[src/sv/assert_macros.svh]
// assertion macros used by the top rtl file of the decision window entropy block
// expects clk and rst_n in the scope where a macro is used
`ifndef ASSERT_MACROS_SVH
`define ASSERT_MACROS_SVH

// same-cycle implication, checked outside reset
`define DWE_ASSERT_SAME(label, ante, cons) \
    label: assert property (@(posedge clk) disable iff (!rst_n) (ante) |-> (cons)) \
        else $error("dwe assertion failed");

// next-cycle implication, checked outside reset
`define DWE_ASSERT_NEXT(label, ante, cons) \
    label: assert property (@(posedge clk) disable iff (!rst_n) (ante) |=> (cons)) \
        else $error("dwe assertion failed");

`endif

[src/sv/dwe_pkg.sv]
// types, constants and the log2 helper for the decision window entropy block
// no dependencies
package dwe_pkg;

    localparam int NUM_CLASSES = 10;
    localparam int CLS_W       = 4;
    localparam int CNT_OUT_W   = 6;
    localparam int ENT_W       = 18;

    typedef enum logic [1:0] {
        ST_IDLE,
        ST_APPLY,
        ST_LOOKUP,
        ST_DONE
    } dwe_state_t;

    typedef struct packed {
        logic capture;
        logic apply;
        logic lookup;
        logic load;
    } dwe_cmd_t;

    typedef struct packed {
        logic out_free;
    } dwe_stat_t;

    // log2 in unsigned fixed point, 32 fraction bits, by repeated squaring
    // only evaluated at elaboration to build the term table
    function automatic logic [63:0] dwe_log2_q32(input logic [31:0] x);
        logic [63:0] k;
        logic [63:0] m;
        logic [63:0] frac;
        k    = '0;
        frac = '0;
        for (int i = 0; i < 31; i++)
        begin
            if ((x >> (i + 1)) != 32'd0)
                k = 64'(i + 1);
        end
        m = 64'(x) << (64'd30 - k);
        for (int i = 0; i < 32; i++)
        begin
            m    = (m * m) >> 30;
            frac = frac << 1;
            if (m >= (64'd1 << 31))
            begin
                frac = frac | 64'd1;
                m    = m >> 1;
            end
        end
        return (k << 32) | frac;
    endfunction

endpackage

[src/sv/dwe_if.sv]
// channel interfaces of the decision window entropy block
// depends on dwe_pkg for field widths
interface dwe_item_if
    import dwe_pkg::*;
();
    logic             valid;
    logic             ready;
    logic             mode;
    logic [CLS_W-1:0] decision;

    modport source (output valid, output mode, output decision, input ready);
    modport sink (input valid, input mode, input decision, output ready);
endinterface

interface dwe_result_if
    import dwe_pkg::*;
();
    logic                 valid;
    logic                 ready;
    logic                 accepted;
    logic [CLS_W-1:0]     popped_value;
    logic [CNT_OUT_W-1:0] entry_count;
    logic                 is_full;
    logic                 is_empty;
    logic [ENT_W-1:0]     window_entropy;

    modport source (output valid, output accepted, output popped_value,
                    output entry_count, output is_full, output is_empty,
                    output window_entropy, input ready);
    modport sink (input valid, input accepted, input popped_value,
                  input entry_count, input is_full, input is_empty,
                  input window_entropy, output ready);
endinterface

[src/sv/decision_window_entropy_unit.sv]
// queue of class decisions with histogram and windowed entropy
// a push or pop beat enters on item and one beat leaves on result per item
// channels: item carries mode (0 push, 1 pop) and decision; result carries
//   accepted, popped_value, entry_count, is_full, is_empty, window_entropy
// each item goes from accept to a result beat in these steps: capture with the
//   entry ram read, histogram and pointer update, term table lookup, then the
//   output register load; a new item is taken only after the last one's load
// the entropy sum is kept running, so only the one class that moved is looked up
// the queue holds at most DEPTH-1 entries; a push to a full queue or of a
//   decision above nine is refused, a pop from an empty queue returns zero
// reset empties the queue, clears the histogram and the entropy sum at once
// a stalled result waits in the output register; the next item is taken and
//   worked on meanwhile, and its load waits until the held beat leaves
// depends on dwe_pkg, dwe_if, dwe_ram, dwe_ctrl, dwe_datapath
`include "assert_macros.svh"

module decision_window_entropy_unit
    import dwe_pkg::*;
#(
    parameter int DEPTH = 64
) (
    input  logic         clk,
    input  logic         rst_n,
    dwe_item_if.sink     item,
    dwe_result_if.source result
);
    dwe_cmd_t  cmd;
    dwe_stat_t stat;
    logic      item_ready;

    dwe_ctrl u_ctrl (
        .clk        (clk),
        .rst_n      (rst_n),
        .item_valid (item.valid),
        .item_ready (item_ready),
        .stat       (stat),
        .cmd        (cmd)
    );

    dwe_datapath #(
        .DEPTH (DEPTH)
    ) u_dp (
        .clk                (clk),
        .rst_n              (rst_n),
        .cmd                (cmd),
        .stat               (stat),
        .in_mode            (item.mode),
        .in_decision        (item.decision),
        .out_valid          (result.valid),
        .out_ready          (result.ready),
        .out_accepted       (result.accepted),
        .out_popped_value   (result.popped_value),
        .out_entry_count    (result.entry_count),
        .out_is_full        (result.is_full),
        .out_is_empty       (result.is_empty),
        .out_window_entropy (result.window_entropy)
    );

    assign item.ready = item_ready;

    `DWE_ASSERT_NEXT(a_busy_after_accept, item.valid && item_ready, !item_ready)
    `DWE_ASSERT_NEXT(a_load_gives_beat, cmd.load, result.valid)
    `DWE_ASSERT_SAME(a_load_needs_room, cmd.load, !result.valid || result.ready)
    `DWE_ASSERT_SAME(a_full_empty_excl, result.valid, !(result.is_full && result.is_empty))
    `DWE_ASSERT_SAME(a_popped_class, result.valid && result.accepted, result.popped_value <= 4'd9)
endmodule

[src/sv/dwe_ram.sv]
// generic single-write, single-read ram with registered read data
// no dependencies
module dwe_ram #(
    parameter int WIDTH = 4,
    parameter int DEPTH = 64
) (
    input  logic                     clk,
    input  logic                     we,
    input  logic [$clog2(DEPTH)-1:0] waddr,
    input  logic [WIDTH-1:0]         wdata,
    input  logic [$clog2(DEPTH)-1:0] raddr,
    output logic [WIDTH-1:0]         rdata
);
    logic [WIDTH-1:0] mem [DEPTH];

    always_ff @(posedge clk)
    begin
        if (we)
            mem[waddr] <= wdata;
        rdata <= mem[raddr];
    end
endmodule

[src/sv/dwe_ctrl.sv]
// sequencing state machine of the decision window entropy block
// depends on dwe_pkg for the state and command types
module dwe_ctrl
    import dwe_pkg::*;
(
    input  logic      clk,
    input  logic      rst_n,
    input  logic      item_valid,
    output logic      item_ready,
    input  dwe_stat_t stat,
    output dwe_cmd_t  cmd
);
    dwe_state_t state_reg;
    dwe_state_t state_next;

    always_ff @(posedge clk or negedge rst_n)
    begin
        if (!rst_n)
            state_reg <= ST_IDLE;
        else
            state_reg <= state_next;
    end

    always_comb
    begin
        state_next  = state_reg;
        cmd         = '0;
        item_ready  = 1'b0;
        case (state_reg)
            ST_IDLE:
            begin
                item_ready  = 1'b1;
                cmd.capture = item_valid;
                if (item_valid)
                    state_next = ST_APPLY;
            end
            ST_APPLY:
            begin
                cmd.apply  = 1'b1;
                state_next = ST_LOOKUP;
            end
            ST_LOOKUP:
            begin
                cmd.lookup = 1'b1;
                state_next = ST_DONE;
            end
            ST_DONE:
            begin
                // hold until the output register can take the beat
                if (stat.out_free)
                begin
                    cmd.load   = 1'b1;
                    state_next = ST_IDLE;
                end
            end
            default:
            begin
                state_next = ST_IDLE;
            end
        endcase
    end
endmodule

[src/sv/dwe_datapath.sv]
// fifo pointers, entry ram, class histogram, term table and output register
// depends on dwe_pkg, dwe_ram
module dwe_datapath
    import dwe_pkg::*;
#(
    parameter int DEPTH = 64
) (
    input  logic                 clk,
    input  logic                 rst_n,
    input  dwe_cmd_t             cmd,
    output dwe_stat_t            stat,
    input  logic                 in_mode,
    input  logic [CLS_W-1:0]     in_decision,
    output logic                 out_valid,
    input  logic                 out_ready,
    output logic                 out_accepted,
    output logic [CLS_W-1:0]     out_popped_value,
    output logic [CNT_OUT_W-1:0] out_entry_count,
    output logic                 out_is_full,
    output logic                 out_is_empty,
    output logic [ENT_W-1:0]     out_window_entropy
);
    localparam int AW = $clog2(DEPTH);
    localparam logic [AW-1:0] PtrLast  = AW'(DEPTH - 1);
    localparam logic [AW-1:0] CntFull  = AW'(DEPTH - 1);
    localparam logic [63:0]   TermDen  = 64'(DEPTH) << 16;
    localparam logic [63:0]   TermHalf = 64'(DEPTH) << 15;
    localparam logic [63:0]   LogDepth = dwe_log2_q32(32'(DEPTH));

    // entropy term per class count, built at elaboration
    logic [ENT_W-1:0] term_rom [DEPTH];

    for (genvar c = 0; c < DEPTH; c++)
    begin : g_term
        if (c == 0)
        begin : g_zero
            assign term_rom[c] = '0;
        end
        else
        begin : g_val
            localparam logic [63:0] Diff    = LogDepth - dwe_log2_q32(32'(c));
            localparam logic [63:0] TermVal = (64'(c) * Diff + TermHalf) / TermDen;
            assign term_rom[c] = ENT_W'(TermVal);
        end
    end

    logic             mode_reg;
    logic [CLS_W-1:0] dec_reg;
    logic [AW-1:0]    wr_ptr_reg;
    logic [AW-1:0]    wr_ptr_next;
    logic [AW-1:0]    rd_ptr_reg;
    logic [AW-1:0]    rd_ptr_next;
    logic [AW-1:0]    cnt_reg;
    logic [AW-1:0]    cnt_next;
    logic [AW-1:0]    hist_reg [NUM_CLASSES];
    logic [AW-1:0]    old_cnt_reg;
    logic [AW-1:0]    new_cnt_reg;
    logic             acc_reg;
    logic [CLS_W-1:0] pop_val_reg;
    logic [ENT_W-1:0] term_old_reg;
    logic [ENT_W-1:0] term_new_reg;
    logic [ENT_W-1:0] ent_reg;
    logic [ENT_W-1:0] ent_next;
    logic             out_valid_reg;

    logic [CLS_W-1:0] ram_rdata;
    logic             push_ok;
    logic             pop_ok;
    logic [CLS_W-1:0] cls;
    logic             cls_ok;
    logic [AW-1:0]    old_cnt;
    logic [AW-1:0]    new_cnt;

    dwe_ram #(
        .WIDTH (CLS_W),
        .DEPTH (DEPTH)
    ) u_store (
        .clk   (clk),
        .we    (cmd.apply && push_ok),
        .waddr (wr_ptr_reg),
        .wdata (dec_reg),
        .raddr (rd_ptr_reg),
        .rdata (ram_rdata)
    );

    always_comb
    begin
        push_ok = !mode_reg && (cnt_reg != CntFull) && (dec_reg < CLS_W'(NUM_CLASSES));
        pop_ok  = mode_reg && (cnt_reg != '0);
        // a pop on an empty queue never looks at the ram word
        cls     = pop_ok ? ram_rdata : dec_reg;
        cls_ok  = cls < CLS_W'(NUM_CLASSES);
        old_cnt = cls_ok ? hist_reg[cls] : '0;
        new_cnt = old_cnt;
        if (push_ok)
            new_cnt = old_cnt + 1'b1;
        else if (pop_ok && old_cnt != '0)
            new_cnt = old_cnt - 1'b1;
        wr_ptr_next = wr_ptr_reg;
        rd_ptr_next = rd_ptr_reg;
        cnt_next    = cnt_reg;
        if (push_ok)
        begin
            wr_ptr_next = (wr_ptr_reg == PtrLast) ? '0 : wr_ptr_reg + 1'b1;
            cnt_next    = cnt_reg + 1'b1;
        end
        else if (pop_ok)
        begin
            rd_ptr_next = (rd_ptr_reg == PtrLast) ? '0 : rd_ptr_reg + 1'b1;
            cnt_next    = cnt_reg - 1'b1;
        end
        // only one class count moves per item
        ent_next = ent_reg - term_old_reg + term_new_reg;
    end

    always_ff @(posedge clk)
    begin
        if (cmd.capture)
        begin
            mode_reg <= in_mode;
            dec_reg  <= in_decision;
        end
        if (cmd.apply)
        begin
            old_cnt_reg <= old_cnt;
            new_cnt_reg <= new_cnt;
            acc_reg     <= push_ok || pop_ok;
            pop_val_reg <= pop_ok ? ram_rdata : '0;
        end
        if (cmd.lookup)
        begin
            term_old_reg <= term_rom[old_cnt_reg];
            term_new_reg <= term_rom[new_cnt_reg];
        end
        if (cmd.load)
        begin
            out_accepted       <= acc_reg;
            out_popped_value   <= pop_val_reg;
            out_entry_count    <= CNT_OUT_W'(cnt_reg);
            out_is_full        <= (cnt_reg == CntFull);
            out_is_empty       <= (cnt_reg == '0);
            out_window_entropy <= ent_next;
        end
    end

    always_ff @(posedge clk or negedge rst_n)
    begin
        if (!rst_n)
        begin
            wr_ptr_reg    <= '0;
            rd_ptr_reg    <= '0;
            cnt_reg       <= '0;
            ent_reg       <= '0;
            out_valid_reg <= 1'b0;
            for (int i = 0; i < NUM_CLASSES; i++)
                hist_reg[i] <= '0;
        end
        else
        begin
            if (cmd.apply)
            begin
                wr_ptr_reg <= wr_ptr_next;
                rd_ptr_reg <= rd_ptr_next;
                cnt_reg    <= cnt_next;
                if (cls_ok)
                    hist_reg[cls] <= new_cnt;
            end
            if (cmd.load)
            begin
                ent_reg       <= ent_next;
                out_valid_reg <= 1'b1;
            end
            else if (out_ready)
            begin
                out_valid_reg <= 1'b0;
            end
        end
    end

    assign out_valid     = out_valid_reg;
    assign stat.out_free = !out_valid_reg || out_ready;
endmodule

[src/flat_wrapper.sv]
// flat-port wrapper written by rule: the top's interface ports become plain ports
module decision_window_entropy_unit_flat import dwe_pkg::*;
#(
    parameter int DEPTH = 64
)
  (clk, rst_n, item_valid, item_mode, item_decision, item_ready, result_valid, result_accepted, result_popped_value, result_entry_count, result_is_full, result_is_empty, result_window_entropy, result_ready);
  dwe_item_if item_i ();
  dwe_result_if result_i ();
  input  logic clk;
  input  logic rst_n;
  input wire logic [$bits(item_i.valid)-1:0] item_valid;
  input wire logic [$bits(item_i.mode)-1:0] item_mode;
  input wire logic [$bits(item_i.decision)-1:0] item_decision;
  output wire logic [$bits(item_i.ready)-1:0] item_ready;
  output wire logic [$bits(result_i.valid)-1:0] result_valid;
  output wire logic [$bits(result_i.accepted)-1:0] result_accepted;
  output wire logic [$bits(result_i.popped_value)-1:0] result_popped_value;
  output wire logic [$bits(result_i.entry_count)-1:0] result_entry_count;
  output wire logic [$bits(result_i.is_full)-1:0] result_is_full;
  output wire logic [$bits(result_i.is_empty)-1:0] result_is_empty;
  output wire logic [$bits(result_i.window_entropy)-1:0] result_window_entropy;
  input wire logic [$bits(result_i.ready)-1:0] result_ready;
  assign item_i.valid = item_valid;
  assign item_i.mode = item_mode;
  assign item_i.decision = item_decision;
  assign item_ready = item_i.ready;
  assign result_valid = result_i.valid;
  assign result_accepted = result_i.accepted;
  assign result_popped_value = result_i.popped_value;
  assign result_entry_count = result_i.entry_count;
  assign result_is_full = result_i.is_full;
  assign result_is_empty = result_i.is_empty;
  assign result_window_entropy = result_i.window_entropy;
  assign result_i.ready = result_ready;
  decision_window_entropy_unit #(.DEPTH(DEPTH)) u_core (.clk(clk), .rst_n(rst_n), .item(item_i), .result(result_i));
endmodule
[config.mk]
export PLATFORM = sky130hd
export DESIGN_NAME = decision_window_entropy_unit_flat
export DESIGN_NICKNAME = d
export VERILOG_FILES = /design/src/sv/dwe_pkg.sv /design/src/sv/dwe_if.sv /design/src/sv/decision_window_entropy_unit.sv /design/src/sv/dwe_ram.sv /design/src/sv/dwe_ctrl.sv /design/src/sv/dwe_datapath.sv /design/src/flat_wrapper.sv
export VERILOG_INCLUDE_DIRS = /design/src /design/src/sv
export SDC_FILE = /design/constraint.sdc
export NUM_CORES = 1
export LEC_CHECK = 0
export CORE_ASPECT_RATIO = 1.4
export CORE_MARGIN = 2
export CORE_UTILIZATION = 50
export DETAILED_ROUTE_END_ITERATION = 8
export DONT_BUFFER_PORTS = 1
export PLACE_DENSITY = 0.67
export SYNTH_ARGS = -nofsm -noshare
export SYNTH_HDL_FRONTEND = slang
export SYNTH_HIERARCHICAL = 1
export SYNTH_SLANG_ARGS = --single-unit
export TNS_END_PERCENT = 10
[constraint.sdc]
create_clock -name clk -period 4.8 [get_ports clk]
set_input_delay 0.96 -clock clk [delete_from_list [all_inputs] [get_ports clk]]
set_output_delay 0.96 -clock clk [all_outputs]
set_load 0.01 [all_outputs]
==> results of run 1 <==
[worst register-to-register path: stages, from the launching register on]
cell and delay, ps:
dfrtp_1 470, or4_1 750, o21ai_2 400, mux2i_1 440
o41ai_1 140, nand3_1 240, ha_1 210, inv_1 40
a31oi_1 340, and4_1 300, o31ai_1 110, xnor2_1 680
mux2_2 290
[path summary, 6_finish.rpt]
path,slack [ps],cells after the start,startpoint,end
max reg2reg,320,12,u_core/u_dp/cnt_reg[1],u_core/u_dp/hist_reg[15]
min reg2reg,420,0,u_core/u_dp/acc_reg,u_core/u_dp/out_accepted
min in group clk,420,0,u_core/u_dp/acc_reg,u_core/u_dp/out_accepted
max,320,12,u_core/u_dp/cnt_reg[1],u_core/u_dp/hist_reg[15]
min,70,0,rst_n,u_core/u_dp/ent_reg[2]
max in group asynchronous,4480,0,rst_n,u_core/u_dp/hist_reg[33]
[power by group]
| part | switching, µW | internal, µW | total (µW) |
|---|---|---|---|
| registers | 783 | 5330 | 6120 |
| logic | 5210 | 3290 | 8490 |
| clock network | 1470 | 1780 | 3250 |
[stage by stage]
step,area [µm²],power [µW],hold slack [ps]
2_1_floorplan,22330,12400,400.3
3_3_place_gp,22770,14370,403.7
3_5_place_dp,22770,14570,407.2
4_1_cts,24130,17870,39.67
5_1_grt,24140,19080,50.74
6_report,24140,17860,69.93
[synth_stat cells, drive strengths merged (12+ instances only)]
cell type  count
mux2          41
xnor2         27
fa            17
dfrtp         99
ha            53
nand3         44
edfxtp       341
a21boi        13
mux4          69
nor2b         20
nand2b        22
nor2         161
buf           35
o211ai        24
clkbuf        69
o41ai         12
inv          103
o31ai         13
a31oi         17
nand2        155
nor3          20
mux2i         15
a21oi        117
o21ai        136
[area by class of cell]
class / instances / area [µm²] / area share [%]
flip-flops and latches: 444 / 12800 / 53.03
multi-input cells: 1152 / 8608 / 35.66
clock buffers: 56 / 1156 / 4.789
well taps: 558 / 698.2 / 2.892
inverters: 108 / 405.4 / 1.679
repair buffers: 32 / 265.3 / 1.099
clock inverters: 24 / 197.7 / 0.8189
diodes: 3 / 7.507 / 0.03110
[metal layers]
layer	vias to the layer above	share of wire, %	track usage, %
met3	126	5.5	2.666
met1	7328	38	27.47
met4	0	4.2	10.05
met5	-	0	0
met2	572	52	41.04
li1	6720	-	-
[kinds of logic after synthesis]
logic type	after synthesis	share of synthesized area (%)
DFF	444	57.30
and+or+nand+nor	485	10.03
xor gates and xnor gates	33	1.294
AOI/OAI and AO/OA	439	12.66
buffers and inverters	212	4.190
muxes	125	10.03
adders and majority gates	70	4.493
==> impl_results.md, run 1 <==
* Status: completed
* Most frequent cells in the layout: edfxtp_1, nor2_1, nand2_1, o21ai_0, a21oi_1
* Max reg flops at around 260
* ANT nets after route at 0
* Overflow left after global routing at 0
* Cells after DPL at between 2,000 and 2,500
* # Max-Cap Violations at 0
* Core area at 44,060 µm²
* CP cell instances: or4_1, o21ai_2, mux2i_1, o41ai_1, nand3_1, ha_1, inv_1, a31oi_1, and4_1, o31ai_1, xnor2_1, mux2_2
* Die W at 182.6 µm
* # IOs at 42
* Arrival @ worst endpoint at between 5000 and 6000 ps
* Gr usage total at between 20% and 30%
* DP HPWL at between 30 and 40 mm
* Crit path kind: flip-flop to flip-flop
* Worst Tran Pin Value at roughly 1000 ps
* TNS Setup at 0 ps
* Async SR Flop Fraction at between 20 and 25%
* Post-Place Setup Slack at 226.7 ps
* Number of global-route vias before repair at 14,290
* Syn_nets at 1,887
* Wire per inst at ~22 µm
* Max Freq at around 220 MHz
* Starting Density at 50.69%
* Leak Pwr at a little under 0.009 µW
* Setup violators final at 0
* Die Span Y at 254.1 µm
* Largest net degree at the start of global routing at 100
* DRT iter0 DRCs at roughly 1,400
* Yosys cell types at between 90 and 100
* CP delay by family, top: simple AND/OR/NAND/NOR gates
* Top_reg_cell synth: edfxtp_1
* Final-report hold violation count at 0
* Initial antenna violation count at 1
* Worst VDD drop at about 0.4 mV
* Slowest CP cell: or4_1
* Min cycle time layout at between 4000 and 5000 ps
* Buf/Inv on CP at 1
* CP Max Fanout at 11
* Critical Path RT at 5320 ps
* Layout net count at about 1,900
* Cell count after synthesis at approximately 1,800
* CTS sink count at 444
* First-pass GRT wire length at approximately 80 mm
* Leading cell type in the layout, fill and taps excluded: edfxtp_1
* Fin. max-slew vios at 0
* Clock Tree Buf Depth at 3
* IO Port Bufs at 0
* Share of cells above drive strength 1 at 11.67%
* DR pass1 iterations at 5
* Htree depth at 2
* CTS tree: done
* RSZ-0062 raised after global routing: false
* Final Cycle Share at a little over 90%
* Yosys top cell area share at 45.85%
* Fin util at between 50% and 60%
* Routed wire length at around 52 mm
* Area contributors post-synth: edfxtp_1, dfrtp_1, mux4_2
* Nature of the critical path startpoint: flip-flop
* Worst min path class: primary input to async pin
* Fin Clk Skew at about 26 ps
* Post-CTS setup repair buffer count at 0
* Mapped cell area at about 22,000 µm²
* Row Count at a little over 90
* Worst slew margin at roughly a third
* Post-synth EDFFs at between 300 and 400
* Resized Gates After CTS at 0
* Non-filler instance count after layout at about 2,400
* CP peak stage delay at 750 ps
* Area grow syn2layout at 8.090%
* Via count at 14,746
* #FFs+latches synth at between 400 and 500
* Pwr Density at 739.9 nW/µm²
* Yosys top cell by area: edfxtp_1
* DR vias/cell at 6.204
* Die area at between 40,000 and 50,000 µm²
* Yosys warnings at 6
* Final Wtd Congestion at 0.9787
* Post-CTS Hold Fix Bufs at 0
* FILL cells at ~3,600
* CTS Buf Count at between 40 and 50
* Sequential share of the synthesized area at between 50% and 60%
* DRC errors left at 0
* Root Driver: clkbuf_16
* Clk pin slew, worst setup/hold paths at ~60 ps
* Worst setup margin at 317.6 ps
* Avg Cell Area, Syn at ~12 µm²
* Worst-Skew Late Latency at 600 ps
* Worst setup EP type: flip-flop
Power figures use the tool's default switching activity.
==> run 2, diff against run 1 <==
--- a/config.mk
+++ b/config.mk
@@ -11,7 +11,10 @@
 export CORE_UTILIZATION = 50
 export DETAILED_ROUTE_END_ITERATION = 8
 export DONT_BUFFER_PORTS = 1
+export HOLD_SLACK_MARGIN = 0.15
 export PLACE_DENSITY = 0.67
+export RECOVER_POWER = 100
+export SLEW_MARGIN = 30
 export SYNTH_ARGS = -nofsm -noshare
 export SYNTH_HDL_FRONTEND = slang
 export SYNTH_HIERARCHICAL = 1
==> impl_results.md, run 2 (synthesis results as in run 1) <==
* WL met2 at roughly 28 mm
* DRT iter0 DRCs at between 1,000 and 1,500
* Min cycle time layout at roughly 4500 ps
* Worst Tran Pin Value at 2805 ps
* Post-Place Setup Slack at 226.7 ps
* Worst setup EP type: flip-flop
* Most frequent cells in the layout: edfxtp_1, nor2_1, nand2_1, o21ai_0, a21oi_1
* Clk pin slew, worst setup/hold paths at approximately 60 ps
* RSZ-0062 raised after global routing: false
* Area grow syn2layout at 7.888%
* Row Count at 91
* Routed wire length at about 52 mm
* Clock Tree Buf Depth at 3
* # IOs at 42
* Final-report hold violation count at 0
* CP Max Fanout at 13
* Wire per inst at between 20 and 25 µm
* Nature of the critical path startpoint: flip-flop
* Post-CTS setup repair buffer count at 0
* Final Cycle Share at just over 90%
* Arrival @ worst endpoint at 5010 ps
* Worst min path class: flip-flop to flip-flop
* Gr usage total at between 20% and 30%
* Status: finished with violations
* Leading cell type in the layout, fill and taps excluded: edfxtp_1
* Number of global-route vias before repair at ~14,000
* Largest net degree at the start of global routing at 100
* CTS Buf Count at 43
* First-pass GRT wire length at about 81 mm
* CTS sink count at ~440
* Via count at around 15,000
* CTS tree: done
* Share of cells above drive strength 1 at roughly 11%
* ANT nets after route at 0
* Worst VDD drop at 0.3877 mV
* DR pass1 iterations at 6
* Fin Clk Skew at 23.66 ps
* TNS Setup at 0 ps
* Max Freq at 223.1 MHz
* Metal-1 WL at 19.94 mm
* Leak Pwr at around 0.0087 µW
* Setup violators final at 0
* Final Wtd Congestion at a little under 1
* Fin. max-slew vios at between 300 and 400
* Core area at about 44,000 µm²
* FILL cells at around 3,600
* Total power at roughly 18,000 µW
* Routed wl met3 at 2.636 mm
* Worst setup margin at between 300 and 400 ps
* Highest routed layer: met4
* DP HPWL at ~36 mm
* Die area at roughly 46,000 µm²
* Worst slew margin at -86.98%
* Critical Path RT at ~5300 ps
* Root Driver: clkbuf_16
* Htree depth at 2
* Die Span Y at between 200 and 300 µm
* Die W at around 180 µm
* Worst-Skew Late Latency at 600 ps
* Layout net count at between 1,500 and 2,000
* DR vias/cell at between 6 and 7
* DRC errors left at 0
* Overflow left after global routing at 0
* Max reg flops at 256
* Initial antenna violation count at 1
* Failing checks: capacitance limit, slew limit
* # Max-Cap Violations at 7
* Multi-input gate area at ~8600 µm²
* Starting Density at about half
* Pwr Density at roughly 740 nW/µm²
* Fin util at between 50% and 60%
* IO Port Bufs at 0
* Storage cell area at 12,800 µm²
* Crit path kind: flip-flop to flip-flop
==> run 2: layout make-up <==
class / instances / area share (%)
sequential: 444 / 53.12
multi-input combinational: 1152 / 35.67
clock buffer: 56 / 4.798
tap: 558 / 2.897
inverter: 108 / 1.682
timing repair buffer: 34 / 0.9918
clock inverter: 24 / 0.8204
antenna: 2 / 0.02077
==> run 2: per-layer routing <==
| layer | track usage (%) | vias to the layer above |
|---|---|---|
| li1 | - | 6720 |
| met1 | 27.43 | 7341 |
| met2 | 41.21 | 551 |
| met3 | 2.666 | 122 |
| met4 | 10.05 | 0 |
| met5 | 0 | - |
==> run 2: where the power goes <==
part / switching (µW) / internal, µW
Clock: 1470 / 1780
Sequential: 755 / 5350
Combinational: 5250 / 3260
==> run 2: critical path: stages (launching register included) <==
cell,delay [ps]
dfrtp_1,470
or4_1,750
o21ai_2,580
a21boi_0,170
o41a_1,470
nor3_2,490
inv_1,150
nand2_1,90
o32ai_1,90
xnor2_1,820
mux2_2,310
==> run 2: worst paths after layout <==
check	from	endpoint	slack, ps	cells past startpoint
min in group asynchronous	rst_n	u_core/u_dp/ent_reg[14]	1140	1
setup reg to reg	u_core/u_dp/cnt_reg[1]	u_core/u_dp/hist_reg[47]	320	10
max in group asynchronous	rst_n	u_core/u_dp/rd_ptr_reg[1]	1950	1
hold reg to reg	u_core/u_dp/acc_reg	u_core/u_dp/out_accepted	420	0
setup / recovery	u_core/u_dp/cnt_reg[1]	u_core/u_dp/hist_reg[47]	320	10
hold / removal	u_core/u_dp/acc_reg	u_core/u_dp/out_accepted	420	0
==> run 2: repair_timing <==
action,in CTS,in global routing
gates resized for setup,0,0
endpoints found under the setup margin,0,0
hold buffers,1,0
hold endpoints to repair,99,0
==> run 2: through the flow <==
step                      cell area [µm²]  instances  hold slack, ps
after floorplan                     22330       1808           400.3
after global placement              22770       2294           403.7
after detailed placement            22770       2294           407.2
after CTS                           24150       2375           298.5
after global routing                24100       2378           428.2
final                               24100       2378           419.4
==> run 3, diff against run 2 <==
--- a/config.mk
+++ b/config.mk
@@ -8,11 +8,12 @@
 export LEC_CHECK = 0
 export CORE_ASPECT_RATIO = 1.4
 export CORE_MARGIN = 2
-export CORE_UTILIZATION = 50
+export CORE_UTILIZATION = 64
+export CTS_CLUSTER_SIZE = 20
 export DETAILED_ROUTE_END_ITERATION = 8
 export DONT_BUFFER_PORTS = 1
 export HOLD_SLACK_MARGIN = 0.15
-export PLACE_DENSITY = 0.67
+export PLACE_DENSITY = 0.82
 export RECOVER_POWER = 100
 export SLEW_MARGIN = 30
 export SYNTH_ARGS = -nofsm -noshare
==> impl_results.md, run 3 (synthesis results as in run 1) <==
* Status: finished with violations
* Failing checks: capacitance limit, slew limit
* Worst-Skew Late Latency at 580 ps
* CP peak stage delay at around 800 ps
* FILL cells at around 2,300
* ANT nets after route at 0
* Worst Tran Pin Value at 2771 ps
* Layout net count at roughly 1,900
* CP cell instances: or4_1, o21ai_2, clkbuf_1, mux2_2, o41a_1, nor3_2, inv_1, nand2_1, o32ai_1, xnor2_1, mux2_2
* Largest net degree at the start of global routing at 100
* Critical R2R Capture: u_core/u_dp/hist_reg[29]
* DR pass1 iterations at 6
* Worst slew margin at -84.73%
* Min cycle time layout at around 4500 ps
* Worst min path class: flip-flop to flip-flop
* Crit path from: u_core/u_dp/cnt_reg[1]
* Placed inst area at 22,620 µm²
* Most frequent cells in the layout: edfxtp_1, nor2_1, nand2_1, o21ai_0, a21oi_1
* CP Capture Point: u_core/u_dp/hist_reg[29]
* Die W at 161.9 µm
* Die area at roughly 36,000 µm²
* Final-report hold violation count at 0
* Share of cells above drive strength 1 at about 11%
* RSZ-0062 raised after global routing: false
* DP HPWL at roughly 35 mm
* Worst setup EP type: flip-flop
* Number of global-route vias before repair at roughly 15,000
* CP delay by family, top: simple AND/OR/NAND/NOR gates
* Clk pin slew, worst setup/hold paths at 70 ps
* Critical Path RT at around 5300 ps
* DRC errors left at 0
* Slowest CP cell: xnor2_1
* Leading cell type in the layout, fill and taps excluded: edfxtp_1
* Htree depth at 2
* Final Cycle Share at roughly 94%
* Fin. max-slew vios at 290
* First-pass GRT wire length at between 80 and 90 mm
* Crit path kind: flip-flop to flip-flop
* # Max-Cap Violations at 5
* Wire per inst at ~23 µm
* DRT iter0 DRCs at 2,326
* Via count at about 15,000
* Worst R2R Setup Slack at between 200 and 300 ps
* Nature of the critical path startpoint: flip-flop
* Core area at about 34,000 µm²
* Max reg flops at about 260
* Storage cell area at around 13,000 µm²
* Gr usage total at 29.02%
* Arrival @ worst endpoint at 5020 ps
* CP dominant cell by count: mux2_2
* IO Port Bufs at 0
* Max Freq at 221.3 MHz
* Multi-input gate area at approximately 8600 µm²
* CTS sink count at 444
* # IOs at 42
* Initial antenna violation count at 0
* TNS Setup at 0 ps
* Clock Tree Buf Depth at 3
* Reg2Reg Depth at 11
* CTS tree: done
* Fin Clk Skew at about 45 ps
* CTS Buf Count at 42
* Worst VDD drop at 0.7440 mV
* Die Span Y at around 230 µm
* Post-route cell area at 24,020 µm²
* Root Driver: clkbuf_16
* Pwr Density at ~750 nW/µm²
* Row Count at 80
* Setup violators final at 0
* CP Max Fanout at 11
* Area grow syn2layout at 7.569%
* Reg2reg start: u_core/u_dp/cnt_reg[1]
* Leak Pwr at around 0.0087 µW
* Ant diodes at 0
* Routed wire length at 52.43 mm
* Critical Path Stages at 11
* Buf/Inv on CP at 2
* Overflow left after global routing at 0
* Final Wtd Congestion at between 0.9 and 1
* Starting Density at between 60% and 70%
* DR vias/cell at about 6.7
run 3: cell count changes in the layout (fill, tap and decap cells not counted), sizes merged:
cell,before,now
clkinvlp,2,4
clkinv,24,22
clkbuf,66,60
buf,24,21
diode,2,0
bufinv,1,6
run 3: area by class of cell:
cell class	count	area share, %
Tap cell	451	2.349
Clock inverter	29	1.510
Inverter	108	1.687
Timing Repair Buffer	32	0.9010
Sequential cell	444	53.27
Multi-Input combinational cell	1152	35.80
Clock buffer	49	4.484
run 3: layer usage:
layer / track usage (%) / part of all wire (%) / up-vias
met5: 0 / 0 / -
met4: 13.93 / 5.2 / 0
met3: 3.920 / 7.3 / 206
met2: 50.49 / 52 / 856
met1: 36.02 / 36 / 7431
li1: - / - / 6700
run 3: worst register-to-register path, stage by stage, from the launching register on:
cell	delay [ps]
dfrtp_1	470
or4_1	760
o21ai_2	230
clkbuf_1	320
mux2_2	500
o41a_1	160
nor3_2	540
inv_1	170
nand2_1	100
o32ai_1	90
xnor2_1	800
mux2_2	320
run 3: worst min path at each step:
stage                                 endpoint  depth (start not counted)                       start
2_1_floorplan         u_core/u_dp/out_accepted                          0         u_core/u_dp/acc_reg
3_3_place_gp          u_core/u_dp/out_accepted                          0         u_core/u_dp/acc_reg
3_5_place_dp          u_core/u_dp/out_accepted                          0         u_core/u_dp/acc_reg
4_1_cts              u_core/u_dp/rd_ptr_reg[5]                          1                       rst_n
5_1_grt        u_core/u_dp/out_popped_value[2]                          0  u_core/u_dp/pop_val_reg[2]
6_report              u_core/u_dp/out_accepted                          0         u_core/u_dp/acc_reg
run 3: per-stage QoR:
stage / util, % / std cells / hold WS [ps] / worst slack, ps / power, µW
after detailed placement: 66.07 / 2185 / 409.2 / 396.1 / 14480
after global placement: 66.03 / 2184 / 401.8 / 616.1 / 14150
after floorplan: - / 1808 / 400.3 / 648.6 / 12400
after global routing: 70.18 / 2265 / 441.8 / 76.90 / 19240
final: 70.18 / 2265 / 422.0 / 280.8 / 18140
after CTS: 70.36 / 2264 / 334.8 / 328.4 / 18050
run 3: what timing repair did:
item | in CTS | in global routing
resized for setup | 0 | 1
hold buffers | 1 | 0
endpoints found under the setup margin | 0 | 10
buffers inserted | 0 | 0
endpoints found under the hold margin | 99 | 0
run 3: report_power, final:
part / internal, µW / total, µW / switching [µW]
Combinational: 3280 / 8520 / 5240
Sequential: 5340 / 6180 / 839
Clock: 1960 / 3430 / 1470
Total: 10600 / 18100 / 7550
